$ cat config.mk
export PLATFORM = sky130hd
export DESIGN_NAME = ultrasonic_range_sequencer
export DESIGN_NICKNAME = d
export VERILOG_FILES = /design/src/rtl/core/urs_pkg.sv /design/src/rtl/core/urs_ctrl.sv /design/src/rtl/core/ultrasonic_range_sequencer.sv
export SDC_FILE = /design/constraint.sdc
export NUM_CORES = 1
export LEC_CHECK = 0
export ABC_AREA = 1
export BUFFER_PORTS_ARGS = -buffer_cell sky130_fd_sc_hd__buf_4
export CAP_MARGIN = 20
export CORE_ASPECT_RATIO = 0.8
export CORE_MARGIN = 5
export CORE_UTILIZATION = 55
export CTS_BUF_LIST = sky130_fd_sc_hd__clkbuf_16
export DETAILED_ROUTE_END_ITERATION = 8
export PLACE_DENSITY = 0.83
export SLEW_MARGIN = 20
export SYNTH_ARGS = -nofsm -noshare
export SYNTH_HDL_FRONTEND = slang
export SYNTH_HIERARCHICAL = 1
export SYNTH_SLANG_ARGS = --single-unit
$ cat constraint.sdc
create_clock -name clk -period 6 [get_ports clk]
set_clock_uncertainty 0.2 [all_clocks]
set_input_delay 0.3 -clock clk [delete_from_list [all_inputs] [get_ports clk]]
set_output_delay 0.3 -clock clk [all_outputs]
set_load 0.01 [all_outputs]
$ cat src/rtl/core/urs_pkg.sv
package urs_pkg;

  localparam int ADDR_W = 3;
  localparam int DATA_W = 32;

  localparam logic REG_TRIGGER_TICKS = 1'b0;
  localparam logic [7:0] TRIGGER_TICKS_RESET = 8'd8;

  localparam int WIDTH_W = 17;
  localparam int DIST_W = 11;
  localparam logic [WIDTH_W-1:0] SAT_WIDTH = 17'd118784;
  localparam logic [DIST_W-1:0] DIST_MAX = 11'd2047;

  localparam int RECIP_W = 18;
  localparam int PROD_W = WIDTH_W + RECIP_W;
  localparam logic [RECIP_W-1:0] DIV58_RECIP = 18'd144632;
  localparam int DIV58_SHIFT = 23;

  typedef struct packed {
    logic                trigger;
    logic                ready;
    logic                measuring;
    logic                load;
    logic                sat;
    logic [WIDTH_W-1:0]  width;
  } urs_meas_t;

endpackage

$ cat src/rtl/core/urs_ctrl.sv
module urs_ctrl #(
  parameter int COUNTER_WIDTH = 16
) (
  input  logic                clk,
  input  logic                rst,
  input  logic                step,
  input  logic                echo_level,
  input  logic                servo_settled,
  input  logic                run_enabled,
  input  logic                data_taken,
  input  logic [7:0]          trigger_ticks,
  output urs_pkg::urs_meas_t  meas
);
  import urs_pkg::*;

  localparam int WW = (COUNTER_WIDTH > WIDTH_W) ? COUNTER_WIDTH : WIDTH_W;

  typedef enum logic [1:0] {
    MODE_SERVO   = 2'd0,
    MODE_ECHO    = 2'd1,
    MODE_CONSUME = 2'd2
  } mode_t;

  mode_t                    mode, mode_next;
  logic [COUNTER_WIDTH-1:0] tick_count, tick_count_next, tick_inc;
  logic [COUNTER_WIDTH-1:0] rise_time, rise_time_next;
  logic [COUNTER_WIDTH-1:0] width;
  logic [WW-1:0]            width_ext;
  logic                     rise_seen, rise_seen_next;
  logic                     echo_previous;
  logic                     trigger_out, trigger_out_next;
  logic                     ready_flag, ready_flag_next;
  logic                     load;

  assign tick_inc  = (tick_count == '1) ? tick_count : tick_count + 1'b1;
  assign width     = tick_inc - rise_time;
  assign width_ext = WW'(width);

  always_comb begin
    mode_next        = mode;
    tick_count_next  = tick_count;
    rise_time_next   = rise_time;
    rise_seen_next   = rise_seen;
    trigger_out_next = trigger_out;
    ready_flag_next  = ready_flag && !data_taken;
    load             = 1'b0;
    unique case (mode)
      MODE_SERVO: begin
        if (servo_settled && run_enabled && !ready_flag_next) begin
          tick_count_next  = '0;
          trigger_out_next = 1'b1;
          rise_seen_next   = 1'b0;
          mode_next        = MODE_ECHO;
        end
      end
      MODE_ECHO: begin
        tick_count_next = tick_inc;
        if (trigger_out && tick_inc >= COUNTER_WIDTH'(trigger_ticks)) begin
          trigger_out_next = 1'b0;
        end
        if (echo_level && !echo_previous && !rise_seen) begin
          rise_time_next = tick_inc;
          rise_seen_next = 1'b1;
        end else if (!echo_level && echo_previous && rise_seen) begin
          load             = 1'b1;
          ready_flag_next  = 1'b1;
          rise_seen_next   = 1'b0;
          trigger_out_next = 1'b0;
          mode_next        = MODE_CONSUME;
        end
      end
      MODE_CONSUME: begin
        if (!ready_flag_next) begin
          mode_next = MODE_SERVO;
        end
      end
      default: begin
        mode_next = MODE_SERVO;
      end
    endcase
  end

  always_comb begin
    meas.trigger   = trigger_out_next;
    meas.ready     = ready_flag_next;
    meas.measuring = (mode_next == MODE_ECHO);
    meas.load      = load;
    meas.sat       = (width_ext >= WW'(SAT_WIDTH));
    meas.width     = width_ext[WIDTH_W-1:0];
  end

  always_ff @(posedge clk) begin
    if (rst) begin
      mode          <= MODE_SERVO;
      tick_count    <= '0;
      rise_time     <= '0;
      rise_seen     <= 1'b0;
      echo_previous <= 1'b0;
      trigger_out   <= 1'b0;
      ready_flag    <= 1'b0;
    end else if (step) begin
      mode          <= mode_next;
      tick_count    <= tick_count_next;
      rise_time     <= rise_time_next;
      rise_seen     <= rise_seen_next;
      echo_previous <= echo_level;
      trigger_out   <= trigger_out_next;
      ready_flag    <= ready_flag_next;
    end
  end

endmodule

$ cat src/rtl/core/ultrasonic_range_sequencer.sv
// Channel   Dir  Beat
// s_axis    in   one microsecond tick: echo, servo settled, run enabled, data taken
// m_axis    out  one result per tick: trigger, distance_cm, ready, measuring
// apb       in   trigger_ticks at byte address 0
//
// One beat per cycle unless m_axis stalls; a result is registered in s1, then out.
// The control step finishes in the accept cycle; the divide by 58 is a
// reciprocal multiply in the second stage, which also holds the distance.
// Reset is synchronous and clears all control state; trigger_ticks returns to 8.
// A stall on m_axis holds both stages; s_axis stays ready while a stage is free.
module ultrasonic_range_sequencer #(
  parameter int COUNTER_WIDTH = 16
) (
  input  logic                        clk,
  input  logic                        rst,
  input  logic                        psel,
  input  logic                        penable,
  input  logic                        pwrite,
  input  logic [urs_pkg::ADDR_W-1:0]  paddr,
  input  logic [urs_pkg::DATA_W-1:0]  pwdata,
  output logic [urs_pkg::DATA_W-1:0]  prdata,
  output logic                        pready,
  input  logic                        s_axis_tvalid,
  output logic                        s_axis_tready,
  // [0] echo_level, [1] servo_settled, [2] run_enabled, [3] data_taken
  input  logic [7:0]                  s_axis_tdata,
  output logic                        m_axis_tvalid,
  input  logic                        m_axis_tready,
  // [0] trigger, [11:1] distance_cm, [12] measurement_ready, [13] measuring
  output logic [15:0]                 m_axis_tdata
);
  import urs_pkg::*;

  logic [7:0]         trigger_ticks;
  logic               s_accept;
  logic               out_move;
  urs_meas_t          meas;
  urs_meas_t          s1;
  logic               s1_valid;
  logic [PROD_W-1:0]  prod;
  logic [DIST_W-1:0]  quot;
  logic               out_valid;
  logic               out_trigger;
  logic [DIST_W-1:0]  distance;
  logic               out_ready_flag;
  logic               out_measuring;

  assign pready = 1'b1;
  assign prdata = (paddr[2] == REG_TRIGGER_TICKS) ? DATA_W'(trigger_ticks) : '0;

  always_ff @(posedge clk) begin
    if (rst) begin
      trigger_ticks <= TRIGGER_TICKS_RESET;
    end else if (psel && penable && pwrite && pready && paddr[2] == REG_TRIGGER_TICKS) begin
      trigger_ticks <= pwdata[7:0];
    end
  end

  assign out_move      = s1_valid && (!out_valid || m_axis_tready);
  assign s_axis_tready = !s1_valid || out_move;
  assign s_accept      = s_axis_tvalid && s_axis_tready;

  urs_ctrl #(
    .COUNTER_WIDTH(COUNTER_WIDTH)
  ) u_ctrl (
    .clk          (clk),
    .rst          (rst),
    .step         (s_accept),
    .echo_level   (s_axis_tdata[0]),
    .servo_settled(s_axis_tdata[1]),
    .run_enabled  (s_axis_tdata[2]),
    .data_taken   (s_axis_tdata[3]),
    .trigger_ticks(trigger_ticks),
    .meas         (meas)
  );

  always_ff @(posedge clk) begin
    if (rst) begin
      s1_valid <= 1'b0;
    end else if (s_accept) begin
      s1_valid <= 1'b1;
    end else if (out_move) begin
      s1_valid <= 1'b0;
    end
    if (s_accept) begin
      s1 <= meas;
    end
  end

  assign prod = PROD_W'(s1.width) * PROD_W'(DIV58_RECIP);
  assign quot = prod[DIV58_SHIFT+DIST_W-1:DIV58_SHIFT];

  always_ff @(posedge clk) begin
    if (rst) begin
      out_valid <= 1'b0;
      distance  <= '0;
    end else begin
      if (out_move) begin
        out_valid <= 1'b1;
      end else if (m_axis_tready) begin
        out_valid <= 1'b0;
      end
      if (out_move && s1.load) begin
        distance <= s1.sat ? DIST_MAX : quot;
      end
    end
    if (out_move) begin
      out_trigger    <= s1.trigger;
      out_ready_flag <= s1.ready;
      out_measuring  <= s1.measuring;
    end
  end

  assign m_axis_tvalid = out_valid;
  assign m_axis_tdata  = {2'b00, out_measuring, out_ready_flag, distance, out_trigger};

endmodule

## Word-level counts from Yosys, hierarchy flattened

Cells that the tools add are included.

- Register bits after elaboration: 83
- Input port bits: 50

- Add/subtract/negate cells: 2
- Multipliers: 1
- Order comparisons: 2
- Eq/ne operators: 6
- Multiplexer cells: 27
- Bitwise logic cells: 2
- Reductions and logical operators: 31

Operators by type and width:

| operator | number |
|---|---|
| two-way mux 16 bit | 2 |
| one-hot mux 16 bit (2 select lines) | 1 |
| multiplier 16 x 15 -> 31 bit (second input constant) | 1 |
| >= comparator 16 x 17 -> 1 bit (second input constant) | 1 |
| adder 16 x 1 -> 16 bit (second input constant) | 1 |
| equality test 16 bit (second input constant) | 1 |
| >= comparator 16 x 8 -> 1 bit | 1 |
| subtractor 16 bit | 1 |
| two-way mux 1 bit | 15 |
| logical AND 1 bit | 14 |
| two-way mux 11 bit | 1 |
| two-way mux 2 bit | 4 |
| two-way mux 8 bit | 1 |
| logical NOT 1 bit | 7 |
| one-hot mux 2 bit (3 select lines) | 1 |
| AND reduction 3 bit | 2 |
| nonzero test 2 bit | 3 |
| equality test 2 x 1 -> 1 bit (second input constant) | 2 |
| one-hot mux 1 bit (2 select lines) | 2 |
| AND reduction 4 bit | 1 |
| inequality test 3 x 1 -> 1 bit (second input constant) | 1 |
| equality test 2 bit (second input constant) | 1 |
| logical NOT 2 bit | 1 |
| logical OR 1 bit | 2 |
| other kinds (3) | 4 |

## Longest topological paths before layout

- Depth after elaboration: 8
- Gate-level depth with buffers: 25
- Gate-level depth less buffers: 25

## Modules after synthesis

Netlist, hierarchy kept.

Modules (own cells, without submodules):

| module | instances | cells each | area each (µm²) |
|---|---|---|---|
| ultrasonic_range_sequencer | 1 | 863 | 7131.8 |
| urs_ctrl | 1 | 445 | 2946.6 |

## Least setup slack after synthesis

OpenSTA, ideal clock, no wires.

- Path kind: register to register
- Start: register s1[10] (netlist name)
- End: register distance[6]
- Data arrival time: 4.799 ns
- Data required time: 5.685 ns
- Setup slack: 0.885 ns
- Stages on the path, launching flop included: 23
- Clock period less this slack: 5.115 ns
- Path through: edfxtp_1 -> fa_1 -> inv_1 -> fa_1 -> inv_1 -> fa_1 -> fa_1 -> fa_1 -> inv_1 -> fa_1 -> inv_1 -> ha_1 -> nand2_1 -> inv_1 -> nand2_1 -> nor2_1 -> nand2_1 -> nand3_1 -> nand2_1 -> nand3_1 -> nand2_1 -> o21ai_0 -> inv_1

- Word-level cells in the longest chain between the ends: 2

Ends and longest elaborated chain:

| item | line | source |
|---|---|---|
| start: declaration | ultrasonic_range_sequencer.sv:38 | `urs_meas_t s1;` |
| start signal: assignment | ultrasonic_range_sequencer.sv:86 | `s1 <= meas;` |
| multiplier 16 x 15 -> 31 bit | ultrasonic_range_sequencer.sv:90 | `assign prod = PROD_W'(s1.width) * PROD_W'(DIV58_RECIP);` |
| two-way mux 11 bit | ultrasonic_range_sequencer.sv:104 | `distance <= s1.sat ? DIST_MAX : quot;` |
| end signal: assignment | ultrasonic_range_sequencer.sv:104 |  |
| end: declaration | ultrasonic_range_sequencer.sv:44 | `logic [DIST_W-1:0] distance;` |

No other way between the ends.
A chain may end at the register's enable or synchronous reset.

## Worst setup path after layout

Ends and elaborated chain as after synthesis.

==> results.cfg <==
[placed_design]
portBuffers = 43
globalplace.congestion = 0.921
dp_hpwl_mm = 18.2

[critical_path]
reg2reg_from = s1[10]
startpoint_type = flop
cp.arrival_ns = 5.67
r2r_slack_ns = 0.36
worstPathRequired_ns = 6.03
end_kind = flop
endpoint = distance[6]
crit_type = flop to flop
path_max_fanout = 8
r2r_cells = 22
critPathLaunch = s1[10]
r2r_end = distance[6]

[synth]
yosysMostFrequentCell = inv_1
synth_top_area_share = 0.181
synthCells = 1308
synth_edf_count = 25
syn_area_per_cell_um2 = 7.71
ys_top_cells_by_area = ha_1, fa_1, inv_1
ys_seq_area_frac = 0.192
yosys_most_used_dff = dfxtp_1
yosys_warnings = 6
async_reset_ff_frac = 0
synth_cell_types = 45
synth_largest_area_cell = ha_1
synthTopCellsByCount = inv_1, nand2_1, ha_1
syn_area_mm2 = 0.0101
ys_ff_latch = 84

[global_routing]
grt.overflow.total = 0
antenna_found_initial = 0
grt_pass1_vias = 8018
grt_pass1_wl_mm = 36.8
grt_max_degree = 35
track_usage = 0.213

[outcome]
outcome = finished clean

[timing]
fin_crit_sh = 0.940
hold-worst-slack_ns = 0.0478
max_freq_mhz = 177
worst_slew_pin_slew_ns = 1.07
final.setup.tns_ns = 0
setup_viol = 0
final_hold_viol_count = 0
slew_headroom = 0.286
fin_crit_ns = 5.64
rsz0062_at_grt = false
maxSlewViolCount = 0

[route]
vias = 7961
drc = 0
wire_per_inst_um = 13.6
firstDrtPassIters = 6
postRouteAntennaNets = 0
drtIter0Drc = 489
viasPerCell = 5.04
wl_mm = 21.4

[clocking]
h-tree-depth = 3
clock_sinks = 84
path_clk_slew_ns = 0.06
cts_tree = built
clockBufferDepth = 2
ctsRootBufferMaster = clkbuf_16
cts_setup_buffers = 0
cts_buffers = 9
insertion_delay_ns = 0.33

[run]
maxCapViolCount = 0

[die]
io_pins = 101
coreArea_mm2 = 0.0181
fp-row-count = 44
fp.dieW_um = 161
start_util = 0.558
dieArea_mm2 = 0.0211
die_y_um = 131

[final_layout]
diodes = 0
regArea_mm2 = 0.00193
layout.nets = 1630
area_delta_synth_final_pct = 6.67
multiInputGateArea_mm2 = 0.00671
drive_above_1_share = 0.0682
fillers = 1581

[hold_path]
min_path_type = input port to flop
worst min-delay path by stage:
stage	start	end	depth (start not counted)
4_1_cts	pwdata[4]	trigger_ticks[4]	3
3_3_place_gp	s1[19]	out_measuring	0
3_5_place_dp	s1[20]	out_ready_flag	0
6_report	s_axis_tvalid	s1_valid	3
5_1_grt	s_axis_tvalid	s1_valid	3
2_1_floorplan	rst	m_axis_tvalid	1
metal layers:
metal  part of all wire  vias to the layer above  track usage
li1                   -                     4039            -
met1               0.44                     3708        0.280
met2               0.49                      189        0.377
met3              0.054                       25       0.0331
met4              0.014                        0       0.0456
met5                  0                        -            0
final cells by class:
type | instances | share of cell area
clock buffers | 9 | 0.0209
clock inverters | 7 | 0.00338
inverters | 320 | 0.112
multi-input cells | 881 | 0.624
flip-flops and latches | 84 | 0.180
well taps | 230 | 0.0268
repair buffers | 47 | 0.0331
sequential cells by signal (all words and copies together) (netlist names):
signal,count
u_ctrl/mode,2
out_ready_flag,1
u_ctrl/tick_count,16
u_ctrl/rise_seen,1
u_ctrl/echo_previous,1
s1,22
m_axis_tvalid,1
out_trigger,1
u_ctrl/trigger_out,1
u_ctrl/rise_time,16
u_ctrl/ready_flag,1
trigger_ticks,8
s1_valid,1
distance,11
out_measuring,1
critical path, cell delays in order, from the launching register on:
cell,delay [ns]
edfxtp_1,0.62
fa_1,0.62
inv_1,0.05
fa_1,0.47
inv_1,0.05
fa_1,0.52
fa_1,0.44
fa_1,0.54
inv_1,0.05
fa_1,0.54
inv_1,0.05
ha_1,0.31
nand2_1,0.06
inv_1,0.13
nand2_1,0.09
nor2_1,0.09
nand2_1,0.06
nand3_1,0.19
nand2_1,0.10
nand3_1,0.08
nand2_1,0.04
o21ai_0,0.18
inv_1,0.05
logic make-up after synthesis:
| group | count (synthesis) | share of synthesized area |
|---|---|---|
| DFF | 84 | 0.192 |
| and+or+nand+nor | 426 | 0.180 |
| xor gates and xnor gates | 34 | 0.0295 |
| buffers and inverters | 369 | 0.152 |
| other | 3 | 0.00112 |
| adders and majority gates | 237 | 0.362 |
| AOI/OAI and AO/OA | 155 | 0.0839 |
placed cells by master (no fill, tap or decap), drive strengths merged, types with 3 or more instances in the layout:
cell type / netlist / final
a21oi: 82 / 82
clkbuf: 7 / 9
o21ai: 47 / 47
nand4: 10 / 10
o21a: 7 / 7
clkinv: 1 / 4
ha: 146 / 146
nand3: 52 / 52
buf: 42 / 46
o21bai: 6 / 6
xor2: 24 / 24
nand2: 264 / 264
dfxtp: 59 / 59
inv: 319 / 323
o211ai: 3 / 3
a21o: 4 / 4
conb: 3 / 29
nor2: 90 / 90
fa: 91 / 91
nor3: 6 / 6
edfxtp: 25 / 25
xnor2: 10 / 10
per-stage QoR:
step | instance area [um^2] | instances | util | worst slack (ns)
after detailed placement | 10500 | 1561 | 0.580 | 0.360
after global routing | 10800 | 1578 | 0.595 | 0.0426
after CTS | 10800 | 1578 | 0.595 | 0.351
final | 10800 | 1578 | 0.595 | 0.360
after floorplan | 10200 | 1334 | - | 0.885
after global placement | 10500 | 1561 | 0.580 | 0.413
repair_timing:
| action | 4_1_cts | 5_1_grt |
|---|---|---|
| hold endpoints to repair | 1 | 0 |
| hold buffers | 1 | 0 |
| gates resized for setup | 0 | 0 |
Power is left out: the tool's default activity adds up to more than one toggle a clock period on the data nets, which glitch-free logic cannot reach.
